<file path="src/rtl/core/i2cbs_pkg.sv">
// Package for the I2C controller bit sequencer.
// Holds command codes, phase codes and the item structs; no dependencies.
`default_nettype none

package i2cbs_pkg;

    localparam int PHASE_W = 5;

    localparam logic [2:0] MODE_TICK  = 3'd0;
    localparam logic [2:0] MODE_BEGIN = 3'd1;
    localparam logic [2:0] MODE_WRITE = 3'd2;
    localparam logic [2:0] MODE_READ  = 3'd3;
    localparam logic [2:0] MODE_STOP  = 3'd4;

    localparam logic [PHASE_W-1:0] PH_START_SDA  = 5'd0;
    localparam logic [PHASE_W-1:0] PH_START_SCL  = 5'd1;
    localparam logic [PHASE_W-1:0] PH_BIT_SET    = 5'd2;
    localparam logic [PHASE_W-1:0] PH_BIT_RISE   = 5'd3;
    localparam logic [PHASE_W-1:0] PH_BIT_SAMPLE = 5'd4;
    localparam logic [PHASE_W-1:0] PH_BIT_FALL   = 5'd5;
    localparam logic [PHASE_W-1:0] PH_ACK_SET    = 5'd6;
    localparam logic [PHASE_W-1:0] PH_ACK_RISE   = 5'd7;
    localparam logic [PHASE_W-1:0] PH_ACK_SAMPLE = 5'd8;
    localparam logic [PHASE_W-1:0] PH_ACK_FALL   = 5'd9;
    localparam logic [PHASE_W-1:0] PH_FINISH     = 5'd10;
    localparam logic [PHASE_W-1:0] PH_STOP_SDA   = 5'd11;
    localparam logic [PHASE_W-1:0] PH_STOP_RISE  = 5'd12;
    localparam logic [PHASE_W-1:0] PH_STOP_END   = 5'd13;
    localparam logic [PHASE_W-1:0] PH_RS_SDA     = 5'd14;
    localparam logic [PHASE_W-1:0] PH_RS_SCL     = 5'd15;

    localparam logic [2:0] LAST_BIT = 3'd7;

    // Input transaction, first field in the highest bits.
    typedef struct packed {
        logic       sda_in;
        logic       scl_in;
        logic [7:0] write_byte;
        logic       direction;
        logic [6:0] target_address;
        logic [2:0] mode;
    } in_item_t;

    // Result transaction, first field in the highest bits.
    typedef struct packed {
        logic       busy_res;
        logic [7:0] read_data;
        logic       nack;
        logic       done_res;
        logic       scl_drive_low;
        logic       sda_drive_low;
    } out_item_t;

endpackage

`default_nettype wire

</file>
<file path="src/rtl/core/i2c_controller_bit_sequencer.sv">
// Top level of the I2C controller bit sequencer (controller side only).
// Depends on i2cbs_pkg for codes and item structs.
//
//  Channel | Dir | Ports                  | Payload
//  s_      | in  | s_tvalid/tready/tdata  | command or tick with line samples
//  m_      | out | m_tvalid/tready/tdata  | line drives, done, nack, data, busy
//
// The input register is followed by the phase update into the result
// register. One transaction per cycle sustained; each stage holds only while
// the stage after it is full and not taken. aresetn clears control and
// sequencer state: lines released, idle, no session open.
`default_nettype none

module i2c_controller_bit_sequencer (
    input  wire         aclk,
    input  wire         aresetn,
    input  wire         s_tvalid,
    output logic        s_tready,
    // mode[2:0], target_address[9:3], direction[10], write_byte[18:11],
    // scl_in[19], sda_in[20], zero[23:21]
    input  wire  [23:0] s_tdata,
    output logic        m_tvalid,
    input  wire         m_tready,
    // sda_drive_low[0], scl_drive_low[1], done_res[2], nack[3],
    // read_data[11:4], busy_res[12], zero[15:13]
    output logic [15:0] m_tdata
);
    import i2cbs_pkg::*;

    logic           in_valid_reg;
    in_item_t       in_item_reg;
    logic           out_valid_reg;
    out_item_t      out_item_reg;
    logic           adv_in;
    logic           adv_out;

    logic [PHASE_W-1:0] phase_reg, phase_next;
    logic [2:0]     bit_index_reg, bit_index_next;
    logic           reading_reg, reading_next;
    logic [7:0]     shift_byte_reg, shift_byte_next;
    logic           ack_status_reg, ack_status_next;
    logic           running_reg, running_next;
    logic           session_open_reg, session_open_next;
    logic           sda_low_reg, sda_low_next;
    logic           scl_low_reg, scl_low_next;
    logic           done;
    logic           is_cmd;

    assign adv_out  = in_valid_reg && (!out_valid_reg || m_tready);
    assign adv_in   = !in_valid_reg || adv_out;
    assign s_tready = adv_in;
    assign m_tvalid = out_valid_reg;
    assign m_tdata  = {3'b000, out_item_reg};

    assign is_cmd = !running_reg && (in_item_reg.mode >= MODE_BEGIN)
                    && (in_item_reg.mode <= MODE_STOP);

    always_comb begin
        phase_next        = phase_reg;
        bit_index_next    = bit_index_reg;
        reading_next      = reading_reg;
        shift_byte_next   = shift_byte_reg;
        ack_status_next   = ack_status_reg;
        running_next      = running_reg;
        session_open_next = session_open_reg;
        sda_low_next      = sda_low_reg;
        scl_low_next      = scl_low_reg;
        done              = 1'b0;

        if (is_cmd) begin
            case (in_item_reg.mode)
                MODE_BEGIN: begin
                    shift_byte_next   = {in_item_reg.target_address, in_item_reg.direction};
                    reading_next      = 1'b0;
                    bit_index_next    = '0;
                    ack_status_next   = 1'b0;
                    running_next      = 1'b1;
                    phase_next        = session_open_reg ? PH_RS_SDA : PH_START_SDA;
                    session_open_next = 1'b1;
                end
                MODE_WRITE: begin
                    shift_byte_next   = in_item_reg.write_byte;
                    reading_next      = 1'b0;
                    bit_index_next    = '0;
                    ack_status_next   = 1'b0;
                    running_next      = 1'b1;
                    phase_next        = PH_START_SDA;
                    session_open_next = 1'b1;
                end
                MODE_READ: begin
                    shift_byte_next   = '0;
                    reading_next      = 1'b1;
                    bit_index_next    = '0;
                    ack_status_next   = 1'b0;
                    running_next      = 1'b1;
                    phase_next        = PH_BIT_SET;
                    session_open_next = 1'b1;
                end
                default: begin
                    if (session_open_reg) begin
                        running_next = 1'b1;
                        phase_next   = PH_STOP_SDA;
                    end else begin
                        done = 1'b1;
                    end
                end
            endcase
        end else if (running_reg) begin
            case (phase_reg)
                PH_START_SDA: begin
                    sda_low_next = 1'b1;
                    phase_next   = PH_START_SCL;
                end
                PH_START_SCL: begin
                    scl_low_next = 1'b1;
                    phase_next   = PH_BIT_SET;
                end
                PH_BIT_SET: begin
                    if (!reading_reg) begin
                        sda_low_next    = !shift_byte_reg[7];
                        shift_byte_next = {shift_byte_reg[6:0], 1'b0};
                    end
                    phase_next = PH_BIT_RISE;
                end
                PH_BIT_RISE: begin
                    scl_low_next = 1'b0;
                    phase_next   = PH_BIT_SAMPLE;
                end
                PH_BIT_SAMPLE: begin
                    if (in_item_reg.scl_in) begin
                        if (reading_reg) begin
                            shift_byte_next = {shift_byte_reg[6:0], in_item_reg.sda_in};
                        end
                        phase_next = PH_BIT_FALL;
                    end
                end
                PH_BIT_FALL: begin
                    sda_low_next = 1'b0;
                    scl_low_next = 1'b1;
                    if (bit_index_reg != LAST_BIT) begin
                        bit_index_next = bit_index_reg + 3'd1;
                        phase_next     = PH_BIT_SET;
                    end else begin
                        phase_next = PH_ACK_SET;
                    end
                end
                PH_ACK_SET: begin
                    if (reading_reg) begin
                        sda_low_next = 1'b1;
                    end
                    phase_next = PH_ACK_RISE;
                end
                PH_ACK_RISE: begin
                    scl_low_next = 1'b0;
                    phase_next   = PH_ACK_SAMPLE;
                end
                PH_ACK_SAMPLE: begin
                    if (in_item_reg.scl_in) begin
                        if (!reading_reg) begin
                            ack_status_next = in_item_reg.sda_in;
                        end
                        phase_next = PH_ACK_FALL;
                    end
                end
                PH_ACK_FALL: begin
                    scl_low_next = 1'b1;
                    phase_next   = PH_FINISH;
                end
                PH_FINISH: begin
                    if (reading_reg) begin
                        sda_low_next = 1'b0;
                    end
                    running_next = 1'b0;
                    phase_next   = PH_START_SDA;
                    done         = 1'b1;
                end
                PH_STOP_SDA: begin
                    sda_low_next = 1'b1;
                    phase_next   = PH_STOP_RISE;
                end
                PH_STOP_RISE: begin
                    scl_low_next = 1'b0;
                    phase_next   = PH_STOP_END;
                end
                PH_STOP_END: begin
                    if (in_item_reg.scl_in) begin
                        sda_low_next      = 1'b0;
                        running_next      = 1'b0;
                        session_open_next = 1'b0;
                        phase_next        = PH_START_SDA;
                        done              = 1'b1;
                    end
                end
                PH_RS_SDA: begin
                    sda_low_next = 1'b0;
                    phase_next   = PH_RS_SCL;
                end
                PH_RS_SCL: begin
                    scl_low_next = 1'b0;
                    phase_next   = PH_START_SDA;
                end
                default: begin
                    running_next = 1'b0;
                    phase_next   = PH_START_SDA;
                end
            endcase
        end
    end

    always_ff @(posedge aclk) begin
        if (!aresetn) begin
            in_valid_reg     <= 1'b0;
            out_valid_reg    <= 1'b0;
            phase_reg        <= '0;
            bit_index_reg    <= '0;
            reading_reg      <= 1'b0;
            shift_byte_reg   <= '0;
            ack_status_reg   <= 1'b0;
            running_reg      <= 1'b0;
            session_open_reg <= 1'b0;
            sda_low_reg      <= 1'b0;
            scl_low_reg      <= 1'b0;
        end else begin
            if (adv_in) begin
                in_valid_reg <= s_tvalid;
            end
            if (adv_out) begin
                out_valid_reg    <= 1'b1;
                phase_reg        <= phase_next;
                bit_index_reg    <= bit_index_next;
                reading_reg      <= reading_next;
                shift_byte_reg   <= shift_byte_next;
                ack_status_reg   <= ack_status_next;
                running_reg      <= running_next;
                session_open_reg <= session_open_next;
                sda_low_reg      <= sda_low_next;
                scl_low_reg      <= scl_low_next;
            end else if (m_tready) begin
                out_valid_reg <= 1'b0;
            end
        end
    end

    always_ff @(posedge aclk) begin
        if (adv_in && s_tvalid) begin
            in_item_reg <= in_item_t'(s_tdata[20:0]);
        end
        if (adv_out) begin
            out_item_reg.sda_drive_low <= sda_low_next;
            out_item_reg.scl_drive_low <= scl_low_next;
            out_item_reg.done_res      <= done;
            out_item_reg.nack          <= ack_status_next;
            out_item_reg.read_data     <= reading_next ? shift_byte_next : 8'h00;
            out_item_reg.busy_res      <= running_next;
        end
    end

endmodule

`default_nettype wire
</file>
<file path="config.mk">
export PLATFORM = sky130hd
export DESIGN_NAME = i2c_controller_bit_sequencer
export DESIGN_NICKNAME = d
export VERILOG_FILES = /design/src/rtl/core/i2cbs_pkg.sv /design/src/rtl/core/i2c_controller_bit_sequencer.sv
export SDC_FILE = /design/constraint.sdc
export NUM_CORES = 1
export LEC_CHECK = 0
export ABC_CLOCK_PERIOD_IN_PS = 5010
export BUFFER_PORTS_ARGS = -buffer_cell sky130_fd_sc_hd__buf_2
export CAP_MARGIN = 10
export CORE_UTILIZATION = 60
export DETAILED_ROUTE_END_ITERATION = 7
export GPL_TIMING_DRIVEN = 0
export PLACE_DENSITY = 0.82
export RECOVER_POWER = 100
export SETUP_SLACK_MARGIN = 0.05
export SLEW_MARGIN = 10
export SYNTH_ARGS = -nofsm -noshare
export SYNTH_HDL_FRONTEND = slang
export SYNTH_SLANG_ARGS = --single-unit
</file>
<file path="constraint.sdc">
create_clock -name aclk -period 5.01 [get_ports aclk]
set_input_delay 0.501 -clock aclk [delete_from_list [all_inputs] [get_ports aclk]]
set_output_delay 0.501 -clock aclk [all_outputs]
set_load 0.1 [all_outputs]
</file>
== Word-level counts from Yosys, hierarchy flattened ==
Index checks and enable logic that the tools add are counted.

* Add/subtract/negate cells: 1
* Magnitude comparators: 2
* Equal/unequal tests: 24
* Muxes and demuxes: 59
* Reduce and logical (&&, ||, !) cells: 27

{| class="wikitable"
|+ Operators by type and width
! operator !! number
|-
| case mux 5 bit (14 select lines) || 1
|-
| == test 5 x 4 -> 1 bit, second input constant || 8
|-
| two-way mux 8 bit || 5
|-
| two-way mux 1 bit || 32
|-
| two-way mux 5 bit || 6
|-
| case mux 8 bit (3 select lines) || 1
|-
| == test 5 x 3 -> 1 bit, second input constant || 4
|-
| two-way mux 3 bit || 6
|-
| case mux 8 bit (2 select lines) || 1
|-
| case mux 5 bit (3 select lines) || 1
|-
| OR reduction 14 bit || 1
|-
| inequality test 3 bit, second input constant || 4
|-
| nonzero test 2 bit || 6
|-
| == test 5 x 2 -> 1 bit, second input constant || 2
|-
| AND reduction 5 bit || 2
|-
| case mux 1 bit (2 select lines) || 4
|-
| == test 3 x 2 -> 1 bit, second input constant || 2
|-
| case mux 1 bit (6 select lines) || 1
|-
| AND reduction 6 bit || 1
|-
| OR reduction 2 bit || 3
|-
| OR reduction 3 bit || 2
|-
| == test 5 x 1 -> 1 bit, second input constant || 1
|-
| logical NOT 5 bit || 1
|-
| inequality test 5 x 2 -> 1 bit, second input constant || 1
|-
| 10 further kinds || 17
|}

* Register bits: 58
* Input bits: 28
* Output and inout port bits: 18

== Logic depth before layout (Yosys ltp) ==
Gate-level depths: netlist (run 1).

* Word-level depth: 5
* Depth in mapped cells: 7
* Mapped depth without buffers: 6

== Least setup slack after synthesis (run 1) ==
OpenSTA, ideal clock, no wires.

* Kind: flip-flop to flip-flop
* Start point: register out_valid_reg (netlist: m_tvalid)
* End point: register in_item_reg[0] (netlist name), enable pin
* Library setup time: 346 ps
* Data arrival time: 2457 ps
* Data required time: 4664 ps
* Path slack: 2207 ps
* Cell stages (with the launch flop): 4
* Path buffers: 0
* Period minus slack after synthesis: 2803 ps
* Cells stage by stage: dfxtp_1 > nor2b_1 > nand2_1 > and2_1

* Word-level cells in the longest chain between the ends: 5

{| class="wikitable"
|+ Ends and longest elaborated chain
! item !! line !! source
|-
| start: declaration || i2c_controller_bit_sequencer.sv:32 || <nowiki>logic out_valid_reg;</nowiki>
|-
| start signal: assignment || i2c_controller_bit_sequencer.sv:213 || <nowiki>out_valid_reg <= 1'b0;</nowiki>
|-
| start signal: assignment || i2c_controller_bit_sequencer.sv:228 || <nowiki>out_valid_reg <= 1'b1;</nowiki>
|-
| start signal: assignment || i2c_controller_bit_sequencer.sv:239 || <nowiki>out_valid_reg <= 1'b0;</nowiki>
|-
| logical NOT 1 bit || i2c_controller_bit_sequencer.sv:49 || <nowiki>assign adv_out = in_valid_reg && (!out_valid_reg || m_tready);</nowiki>
|-
| logical OR 1 bit || i2c_controller_bit_sequencer.sv:49 ||
|-
| logical AND 1 bit || i2c_controller_bit_sequencer.sv:49 ||
|-
| logical OR 1 bit || i2c_controller_bit_sequencer.sv:50 || <nowiki>assign adv_in = !in_valid_reg || adv_out;</nowiki>
|-
| via s_tready || i2c_controller_bit_sequencer.sv:18 || <nowiki>output logic s_tready,</nowiki>
|-
| logical AND 1 bit || i2c_controller_bit_sequencer.sv:245 || <nowiki>if (adv_in && s_tvalid) begin</nowiki>
|-
| end signal: assignment || i2c_controller_bit_sequencer.sv:246 || <nowiki>in_item_reg <= in_item_t'(s_tdata[20:0]);</nowiki>
|-
| end: declaration || i2c_controller_bit_sequencer.sv:31 || <nowiki>in_item_t in_item_reg;</nowiki>
|}

The timed path passes the listed nets, and every way through them passes these cells.
A chain may end at the register's enable or synchronous reset.

== Worst setup path in the final report (run 1) ==
* Start point: register in_item_reg[1] (netlist name)
* End point: register phase_reg[0]

* Word-level cells in the longest chain between the ends: 5
* Elaborated cells between the ends (all ways): 15

{| class="wikitable"
|+ Ends and longest elaborated chain
! item !! line !! source
|-
| greater-or-equal comparator 3 x 1 -> 1 bit || i2c_controller_bit_sequencer.sv:55 || <nowiki>assign is_cmd = !running_reg && (in_item_reg.mode >= MODE_BEGIN)</nowiki>
|-
| logical AND 1 bit || i2c_controller_bit_sequencer.sv:55 ||
|-
| logical AND 1 bit || i2c_controller_bit_sequencer.sv:56 || <nowiki>&& (in_item_reg.mode <= MODE_STOP);</nowiki>
|-
| inequality test 5 x 2 -> 1 bit (no source line), or another cell as far along || - ||
|-
| AND reduction 6 bit (no source line) || - ||
|-
| end signal: assignment || i2c_controller_bit_sequencer.sv:229 || <nowiki>phase_reg <= phase_next;</nowiki>
|-
| end: declaration || i2c_controller_bit_sequencer.sv:37 || <nowiki>logic [PHASE_W-1:0] phase_reg, phase_next;</nowiki>
|}

Several ways; a longest one is shown, not always the timed one.

==> summary.txt, run 1 <==
Power and ir drop
  • P_leak: 1.19 nW
  • Total Power: 0.00118 W
  • Power density over the cells: 362 mW/mm²
  • Worst vdd ir: 0.324 mV

CTS
  • Clk sinks: 57
  • Root Buffer: clkbuf_8
  • CTS tree: yes
  • CTS clk-pin slew, worst paths: approximately 0.070 ns
  • Hold buffer count at cts: 0
  • Worst-Skew Late Latency: roughly 0.34 ns
  • Setup bufs post-CTS: 0
  • Post_cts resized: 0
  • Longest Clk Path Bufs: 2
  • CTS HTree Levels: 3
  • Total CTS buffers: 9

Finish
  • Final #Nets: 354
  • # fillers: 341
  • Ant. Diodes: 0
  • Largest register FFs: 21
  • P&R area growth vs syn: 16.0%
  • Fraction of layout cells with a size suffix above 1: ~15%
  • Fin cells: 381

STA
  • Skew final: approximately 0.0064 ns
  • Max Freq: ~360 MHz
  • Setup_tns: 0 ns
  • Worst-Margin Slew: around 1.2 ns
  • Headroom to the max-slew limit: 22.4%
  • Final Critical Period: 2.77 ns
  • Setup violators final: 0
  • Worst Setup Slack, final: 2.24 ns
  • RSZ-0062 raised after global routing: false
  • Final worst path period share: 55.3%
  • Final Hold Viols: 0
  • Slew Limit Fails: 0

Synth
  • Syn Area/Cell: 10.3 µm²
  • Seq/Total Area, Yosys: 52.7%
  • Synthesized cell area: 0.00281 mm²
  • Top-count cell post-synth: edfxtp_1
  • EDFF count, synth: 34
  • YS warnings: 0
  • Top FF cell, synth: edfxtp_1
  • Post-synth ARST share: 0%
  • Cell taking the most area after synthesis: edfxtp_1
  • Synth cell count leaders: 34 x edfxtp_1, 27 x nand2_1, 23 x dfxtp_1
  • Post-Syn Instances: 272
  • Synth area leaders: edfxtp_1 36%, dfxtp_1 16%, a22oi_1 4.3%
  • Seq cells post-synth: 57
  • Netlist cell types: 56
  • Share of the synthesized area in the top cell type: a little over a third

Global route
  • Largest net degree at the start of global routing: 23
  • First-pass GRT wire length: between 9 and 10 mm
  • Vias in the first global route: 1979
  • GR Overflow Total: 0
  • Initial antenna violation count: 0
  • Gr usage total: 25.4%

Routing
  • Drt pass-1 iters: 5
  • DRC violations left: 0
  • DR WL/cell: 15.4 µm
  • DR iter-0 viols: 275
  • Routed vias: ~2300
  • Vias per cell: 6.03
  • Antenna-violating nets left: 0
  • Routed WL: 5.86 mm

Setup path
  • Crit start category: register
  • Worst path max stage delay: around 0.75 ns
  • Worst Setup Path Type: register to register
  • Buf+Inv Stages, Crit Path: 0
  • CP arrival: 3.01 ns
  • R2R cell count: 5
  • Largest delay contributor family on the critical path: compound AO/OA/AOI/OAI gates
  • Crit. path cell count: 5
  • Critical Path Sink Type: register
  • Worst-path fanout max: 9
  • Cells along the critical path: or4b_1, o21a_1, a211oi_1, o311ai_0, o211a_1
  • Crit path max-delay cell type: a211oi_1
  • Worst Path Required: 5.25 ns

Hold path
  • HP Class: primary input to register
  • Hold depth: 1

Floorplanning
  • Die height: a little over 70 µm
  • FP Rows: 24
  • Die span in x: 70.5 µm
  • Initial Util: about 64%
  • Core footprint: 0.00441 mm²
  • Die area: 0.00496 mm²
  • I/O Pins: 46

Job
  • Max Cap Viol: 0

Place
  • IO Port Bufs: 39
  • DP Wirelength: 3.99 mm
  • Gpl congestion: approximately 0.9
  • Setup Slack @ Placement: between 2 and 2.5 ns
  • Dpl cells: 365

Outcome
  • Outcome: completed
## worst paths after layout
kind	from	end	slack, ns
worst max-delay path	in_item_reg[1]	phase_reg[0]	2.24
worst min-delay path	s_tdata[12]	in_item_reg[12]	0.33
worst max register to register	in_item_reg[1]	phase_reg[0]	2.24
worst min register to register	bit_index_reg[2]	bit_index_reg[2]	0.47
## per-stage QoR
stage          area [µm²]  utilization [%]  hold WS (ns)
6_report             3260             73.9         0.326
5_1_grt              3260             73.9         0.312
4_1_cts              3310             74.9         0.316
3_5_place_dp         3080             69.8         0.469
3_3_place_gp         3080             69.8         0.456
2_1_floorplan        2820                -         0.445
## area by class of cell
class	count	area (µm²)	area share, %
Buffer	20	95.1	2.92
Clock buffer	9	124	3.80
Clock inverter	7	103	3.15
Inverter	5	18.8	0.576
Multi-Input combinational cell	192	1200	36.8
Sequential cell	57	1480	45.4
Tap cell	52	65.1	2.00
Timing Repair Buffer	39	175	5.37
## placed cells by master, fill, tap and decap left out, types with 3 or more instances in the layout
| cell type | synthesis | layout |
|---|---|---|
| a21oi_1 | 17 | 17 |
| nor2_1 | 10 | 10 |
| o22ai_1 | 8 | 8 |
| o21a_1 | 2 | 3 |
| nand2_1 | 27 | 27 |
| nand3_1 | 8 | 8 |
| nand2b_1 | 5 | 5 |
| o21ai_0 | 16 | 16 |
| nor2b_1 | 14 | 14 |
| a22oi_1 | 16 | 16 |
| buf_2 | 2 | 24 |
| and3_1 | 3 | 3 |
| dfxtp_1 | 23 | 23 |
| edfxtp_1 | 34 | 34 |
| a21boi_0 | 6 | 6 |
| clkbuf_8 | 0 | 9 |
| nor3_1 | 3 | 3 |
| inv_1 | 5 | 5 |
| clkbuf_1 | 14 | 31 |
| o211a_1 | 4 | 4 |
| buf_4 | 3 | 3 |
| conb_1 | 1 | 3 |
| o22a_1 | 7 | 7 |
## layer usage
metal	vias to the layer above	share of wire [%]	global-route usage, %
li1	1136	-	-
met1	1032	46	35.4
met2	117	44	37.4
met3	11	7.8	6.64
met4	0	1.7	11.1
met5	-	0	0
## cells by family after synthesis
| logic type | Yosys count | synth area share (%) |
|---|---|---|
| AOI/OAI and AO/OA | 97 | 24.4 |
| and+or+nand+nor | 86 | 16.4 |
| DFF | 57 | 52.7 |
| buffers and inverters | 25 | 4.09 |
| adders and majority gates | 2 | 0.890 |
| xor gates and xnor gates | 2 | 0.623 |
| muxes | 2 | 0.757 |
| other | 1 | 0.133 |
## report_power, final
part           internal (W)  switching [W]  leakage, nW
registers          0.000521      0.0000127        0.512
clock network      0.000285       0.000201        0.110
logic             0.0000417       0.000120        0.563
(Power assumes the default switching activity.)
==> inputs of run 2 (changes only) <==
--- a/config.mk
+++ b/config.mk
@@ -5,13 +5,13 @@
 export SDC_FILE = /design/constraint.sdc
 export NUM_CORES = 1
 export LEC_CHECK = 0
-export ABC_CLOCK_PERIOD_IN_PS = 5010
+export ABC_CLOCK_PERIOD_IN_PS = 2400
 export BUFFER_PORTS_ARGS = -buffer_cell sky130_fd_sc_hd__buf_2
 export CAP_MARGIN = 10
-export CORE_UTILIZATION = 60
+export CORE_UTILIZATION = 50
 export DETAILED_ROUTE_END_ITERATION = 7
 export GPL_TIMING_DRIVEN = 0
-export PLACE_DENSITY = 0.82
+export PLACE_DENSITY = 0.73
 export RECOVER_POWER = 100
 export SETUP_SLACK_MARGIN = 0.05
 export SLEW_MARGIN = 10
==> constraint.sdc (replaced) <==
create_clock -name aclk -period 2.4 [get_ports aclk]
set_input_delay 0.24 -clock aclk [delete_from_list [all_inputs] [get_ports aclk]]
set_output_delay 0.24 -clock aclk [all_outputs]
set_load 0.1 [all_outputs]
==> run 2 against run 1 <==
Effect of this change: count of clock-buffer cells in the layout did not move; critical path depth unchanged; first-iteration DRC count grew 2.5%; register-to-register slack got worse by 2.0 ns; largest cell class unchanged; setup slack worse by 2.0 ns; critical path type unchanged; clock power up 56%; total power up 87%; final cell count up 4.7%; combinational power increased by 110%; sequential share of layout area is 0.25 points higher; highest routed layer unchanged; die area rose by 19%.
==> summary.txt, run 2 (synthesized netlist as in run 1, its figures left out) <==
CTS
  • Total CTS buffers: 9
  • Worst-Skew Late Latency: 0.33 ns
  • Longest Clk Path Bufs: 2
  • CTS clk-pin slew, worst paths: approximately 0.07 ns
  • Clk sinks: 57
  • CTS tree: yes
  • CTS HTree Levels: 3
  • Root Buffer: clkbuf_8

Global route
  • Initial antenna violation count: 0
  • GR Overflow Total: 0
  • Largest net degree at the start of global routing: 23
  • First-pass GRT wire length: 9.94 mm
  • Gr usage total: 22.0%
  • Vias in the first global route: 2068

Job
  • Max Cap Viol: 0

STA
  • Worst-Margin Slew: 1.23 ns
  • Skew final: 0.00790 ns
  • RSZ-0062 raised after global routing: false
  • Final Critical Period: 2.20 ns
  • Final Hold Viols: 0
  • Setup_tns: 0 ns
  • Worst Setup Slack, final: roughly 0.20 ns
  • Setup violators final: 0
  • Final worst path period share: 91.8%
  • Max Freq: about 450 MHz
  • Slew Limit Fails: 0
  • Headroom to the max-slew limit: 18.1%
  • Hold slack: 0.0785 ns

Setup path
  • Crit start category: register
  • Worst Setup Path Type: register to register
  • Setup slack, reg-to-reg: 0.20 ns
  • Worst Path Required: 2.62 ns
  • Worst-path fanout max: 9
  • Critical Path Sink Type: register
  • CP arrival: 2.42 ns

Finish
  • Final #Nets: 354
  • Fin cells: 399
  • # fillers: 481
  • P&R area growth vs syn: 15.4%
  • Fraction of layout cells with a size suffix above 1: 16.7%
  • Largest register FFs: 21
  • Ant. Diodes: 0
  • Most frequent cells in the layout: 34 x edfxtp_1, 28 x clkbuf_1, 26 x buf_2, 26 x nand2_1, 23 x dfxtp_1
  • Design area: 0.00324 mm²
  • Commonest non-fill, non-tap cell in the layout: edfxtp_1

Power and ir drop
  • Comb pwr share: 15.4%
  • Switching Share: 30.1%
  • Seq pwr share: 50.3%
  • P_leak: 1.17 nW
  • Sw Pwr: 0.000666 W
  • Internal: 0.00154 W
  • Power density over the cells: 682 mW/mm²
  • Worst vdd ir: 0.398 mV
  • Clk pwr share: 34.2%

Place
  • DP Wirelength: ~4.2 mm
  • Setup Slack @ Placement: -0.129 ns
  • Area after DPL: 0.00311 mm²
  • Gpl congestion: 0.929
  • IO Port Bufs: 39
  • Dpl cells: 383

Floorplanning
  • Initial Util: roughly 53%
  • Die height: 77.0 µm
  • Die area: 0.00593 mm²
  • Core footprint: 0.00527 mm²
  • FP Rows: 26
  • I/O Pins: 46
  • Die span in x: 77.0 µm

Outcome
  • Outcome: completed

Routing
  • Metal3 WL: 480 µm
  • DR iter-0 viols: 282
  • Routed WL: 6.01 mm
  • Met2 wire len: 2.64 mm
  • DRC violations left: 0
  • M1 WL: 2.84 mm
  • Antenna-violating nets left: 0
  • Routed vias: 2313
  • DR WL/cell: 15.1 µm
  • Top layer in use: met4
  • Drt pass-1 iters: 4
  • Vias per cell: 5.80

Hold path
  • HP Class: primary input to register
-- run 2: changes by cell type in the layout (fill, tap and decap cells not counted), moves of 2 or more --
| cell | delta |
|---|---|
| clkinvlp_4 | +2 |
| clkinv_4 | -2 |
| clkbuf_1 | -3 |
| bufinv_16 | -2 |
| clkinv_2 | +2 |
| buf_2 | +2 |
-- run 2: path summary, 6_finish.rpt --
kind                            to             start  depth (start not counted)
setup / recovery      phase_reg[0]    in_item_reg[1]                          5
hold / removal      in_item_reg[0]        s_tdata[0]                          1
setup reg to reg      phase_reg[0]    in_item_reg[1]                          5
hold reg to reg   bit_index_reg[2]  bit_index_reg[2]                          2
-- run 2: metrics by stage --
| stage | util [%] | total power [W] |
|---|---|---|
| after global placement | 58.9 | 0.00148 |
| after global routing | 61.5 | 0.00230 |
| after CTS | 62.2 | 0.00223 |
| after floorplan | - | 0.00140 |
| final | 61.5 | 0.00221 |
| after detailed placement | 58.9 | 0.00148 |
-- run 2: repair_timing --
item                                    4_1_cts  5_1_grt
hold buffers                                  0        0
endpoints found under the setup margin        9       12
buffers inserted                              0        0
endpoints found under the hold margin         0        0
gates resized for setup                       1        1
-- run 2: layout make-up --
| class | count | area (µm²) | area share (%) |
|---|---|---|---|
| plain buffers | 20 | 97.6 | 3.01 |
| clock buffers | 9 | 124 | 3.82 |
| clock inverters | 7 | 45.0 | 1.39 |
| inverters | 5 | 18.8 | 0.579 |
| multi-input cells | 192 | 1210 | 37.4 |
| flip-flops and latches | 57 | 1480 | 45.7 |
| well taps | 70 | 87.6 | 2.70 |
| repair buffers | 39 | 176 | 5.44 |
-- run 2: power by group through the flow --
| stage | logic [W] | clock network, W | registers [W] |
|---|---|---|---|
| finish | 0.000341 | 0.000757 | 0.00111 |
| global route | 0.000365 | 0.000819 | 0.00112 |
| CTS | 0.000346 | 0.000774 | 0.00111 |
| detailed placement | 0.000345 | 0 | 0.00113 |
| global placement | 0.000344 | 0 | 0.00113 |
| floorplan | 0.000182 | 0 | 0.00121 |
-- run 2: layer usage --
| metal | up-vias | global-route usage (%) |
|---|---|---|
| li1 | 1138 | - |
| met5 | - | 0 |
| met2 | 105 | 32.4 |
| met1 | 1063 | 31.2 |
| met3 | 7 | 6.31 |
| met4 | 0 | 6.98 |
-- run 2: worst max-delay path: stages, from the launching register on --
cell and delay (ns):
edfxtp_1 0.49, or4b_4 0.60, o21a_1 0.21, a211oi_2 0.46, o311ai_1 0.17, o211a_1 0.15
==> inputs of run 3 (changes only) <==
--- a/config.mk
+++ b/config.mk
@@ -5,13 +5,13 @@
 export SDC_FILE = /design/constraint.sdc
 export NUM_CORES = 1
 export LEC_CHECK = 0
-export ABC_CLOCK_PERIOD_IN_PS = 2400
+export ABC_CLOCK_PERIOD_IN_PS = 2700
 export BUFFER_PORTS_ARGS = -buffer_cell sky130_fd_sc_hd__buf_2
 export CAP_MARGIN = 10
-export CORE_UTILIZATION = 50
+export CORE_UTILIZATION = 60
 export DETAILED_ROUTE_END_ITERATION = 7
 export GPL_TIMING_DRIVEN = 0
-export PLACE_DENSITY = 0.73
+export PLACE_DENSITY = 0.95
 export RECOVER_POWER = 100
 export SETUP_SLACK_MARGIN = 0.05
 export SLEW_MARGIN = 10
==> constraint.sdc (replaced) <==
create_clock -name aclk -period 2.7 [get_ports aclk]
set_input_delay 0.27 -clock aclk [delete_from_list [all_inputs] [get_ports aclk]]
set_output_delay 0.27 -clock aclk [all_outputs]
set_load 0.1 [all_outputs]
==> run 3 against run 2 <==
Effect of this change: final cell count fell by 4.5%; design area rose by 1.5%; non-clock buffer count is the same; count of clock-buffer cells in the layout up 2; critical endpoint unchanged; maximum frequency down 1.9%; wire length rose by 6.3%; sequential share of layout area shrank 0.69 points; setup slack better by 0.26 ns.
==> summary.txt, run 3 (synthesized netlist as in run 1, its figures left out) <==
Outcome
  • Outcome: completed

STA
  • Final worst path period share: between 80% and 90%
  • Setup_tns: 0 ns
  • Hold slack: 0.103 ns
  • Worst-Margin Slew: approximately 1.2 ns
  • Final Critical Period: between 2 and 2.5 ns
  • Skew final: around 0.012 ns
  • Slew Limit Fails: 0
  • Final Hold Viols: 0
  • Setup violators final: 0
  • Headroom to the max-slew limit: 21.5%
  • Max Freq: 445 MHz
  • RSZ-0062 raised after global routing: false

Global route
  • Largest net degree at the start of global routing: 23
  • Vias in the first global route: 2136
  • First-pass GRT wire length: approximately 10 mm
  • Gr usage total: 27.5%
  • Initial antenna violation count: 0
  • GR Overflow Total: 0

Routing
  • Vias per cell: 6.45
  • DRC violations left: 0
  • Routed vias: 2456
  • Antenna-violating nets left: 0
  • Drt pass-1 iters: 5
  • Routed WL: between 6 and 7 mm
  • DR WL/cell: around 17 µm
  • DR iter-0 viols: 326

Finish
  • Fraction of layout cells with a size suffix above 1: around 16%
  • Ant. Diodes: 0
  • Most frequent cells in the layout: 34 x edfxtp_1, 30 x clkbuf_1, 27 x nand2_1
  • Largest register FFs: 21
  • Commonest non-fill, non-tap cell in the layout: edfxtp_1
  • Core Util, Final: 74.6%
  • # fillers: 301
  • Fin cells: between 300 and 400
  • P&R area growth vs syn: 17.1%
  • Final #Nets: 354

Setup path
  • CP Launch Point: in_item_reg[1]
  • Worst setup path endpoint: phase_reg[0]
  • Crit path max-delay cell type: or4b_1
  • Cells along the critical path: or4b_1, o21a_1, a211oi_4, o311ai_0, o211a_1
  • Worst path max stage delay: 0.65 ns
  • R2R cell count: 5
  • Critical Path Sink Type: register
  • FF-to-FF Start: in_item_reg[1]
  • Setup slack, reg-to-reg: 0.45 ns
  • CP arrival: 2.49 ns
  • Worst Setup Path Type: register to register
  • Worst-path fanout max: 9
  • Largest delay contributor family on the critical path: compound AO/OA/AOI/OAI gates
  • Crit. path cell count: 5
  • Worst Path Required: just under 3 ns
  • Crit Reg-Reg Endpoint: phase_reg[0]
  • Crit start category: register
  • Buf+Inv Stages, Crit Path: 0

CTS
  • CTS clk-pin slew, worst paths: 0.07 ns
  • Worst-Skew Late Latency: 0.34 ns
  • Clk sinks: 57
  • CTS HTree Levels: 3
  • CTS tree: yes
  • Setup bufs post-CTS: 0
  • Total CTS buffers: 9
  • Root Buffer: clkbuf_8
  • Longest Clk Path Bufs: 2

Power and ir drop
  • Comb pwr share: 13.5%
  • P_leak: 1.20 nW
  • Clk pwr share: ~43%
  • Seq pwr share: a little over two fifths
  • Switching Share: 26.2%
  • Internal: 0.00168 W
  • Worst vdd ir: around 0.43 mV
  • Power density over the cells: 692 mW/mm²
  • Sw Pwr: 0.000598 W
  • Total Power: roughly 0.0023 W

Floorplanning
  • Die area: 0.00496 mm²
  • FP Rows: 24
  • Core footprint: 0.00441 mm²
  • Die span in x: 70.5 µm
  • I/O Pins: 46
  • Initial Util: 63.7%
  • Die height: between 70 and 80 µm

Place
  • DP Wirelength: 4.24 mm
  • IO Port Bufs: 39
  • Gpl congestion: 0.968
  • Dpl cells: 365

Hold path
  • HP Class: primary input to register
  • Hold path startpoint: s_tdata[16]

Job
  • Max Cap Viol: 0
run 3: changes by cell type in the layout (fill, tap and decap cells not counted), sizes merged:
cell,delta
clkinvlp,-2
bufinv,+3
buf,-1
clkbuf,+3
clkinv,-2
inv,-1
run 3: worst min path at each step:
stage	to	slack, ns	depth (start not counted)
floorplan	in_item_reg[0]	0.37	0
CTS	in_item_reg[16]	0.1	1
detailed placement	in_item_reg[16]	0.45	1
finish	in_item_reg[16]	0.10	1
global placement	in_item_reg[14]	0.45	1
global route	in_item_reg[0]	0.09	1
run 3: final cells by class:
| class | count | area [µm²] | area share, % |
|---|---|---|---|
| Clock inverter | 5 | 103 | 3.12 |
| Tap cell | 52 | 65.1 | 1.98 |
| Sequential cell | 57 | 1480 | 45.0 |
| Timing Repair Buffer | 39 | 175 | 5.32 |
| Multi-Input combinational cell | 192 | 1210 | 36.8 |
| Buffer | 20 | 97.6 | 2.96 |
| Clock buffer | 11 | 141 | 4.29 |
| Inverter | 5 | 18.8 | 0.570 |
run 3: power by group through the flow:
stage	clock network, W	logic, W	registers, W
2_1_floorplan	0	0.000162	0.00108
5_1_grt	0.00102	0.000326	0.000995
3_3_place_gp	0	0.000300	0.00101
4_1_cts	0.000984	0.000309	0.000990
3_5_place_dp	0	0.000306	0.00101
6_report	0.000980	0.000308	0.000991
run 3: per-layer routing:
| metal | global-route usage [%] | vias to the layer above | routed length, µm |
|---|---|---|---|
| li1 | - | 1136 | - |
| met3 | 7.07 | 15 | 653 |
| met1 | 36.8 | 1135 | 2570 |
| met4 | 11.1 | 0 | 141 |
| met2 | 42.8 | 170 | 3020 |
| met5 | 0 | - | 0 |
run 3: through the flow:
| step | area [µm²] | setup WS (ns) |
|---|---|---|
| floorplan | 2820 | 0.208 |
| global placement | 3080 | 0.281 |
| detailed placement | 3080 | 0.185 |
| CTS | 3320 | 0.209 |
| global route | 3290 | 0.344 |
| finish | 3290 | 0.454 |
run 3: what timing repair did:
item,in CTS,in global routing
hold buffers,0,0
endpoints found under the setup margin,0,7
gates resized for setup,0,3
endpoints found under the hold margin,0,0
run 3: worst reg2reg max path, delay by kind of cell, from the launching register on:
kind / cells / cell delay (ns)
simple gates: 1 / 0.65
flops: 1 / 0.50
compound gates: 4 / 1.00
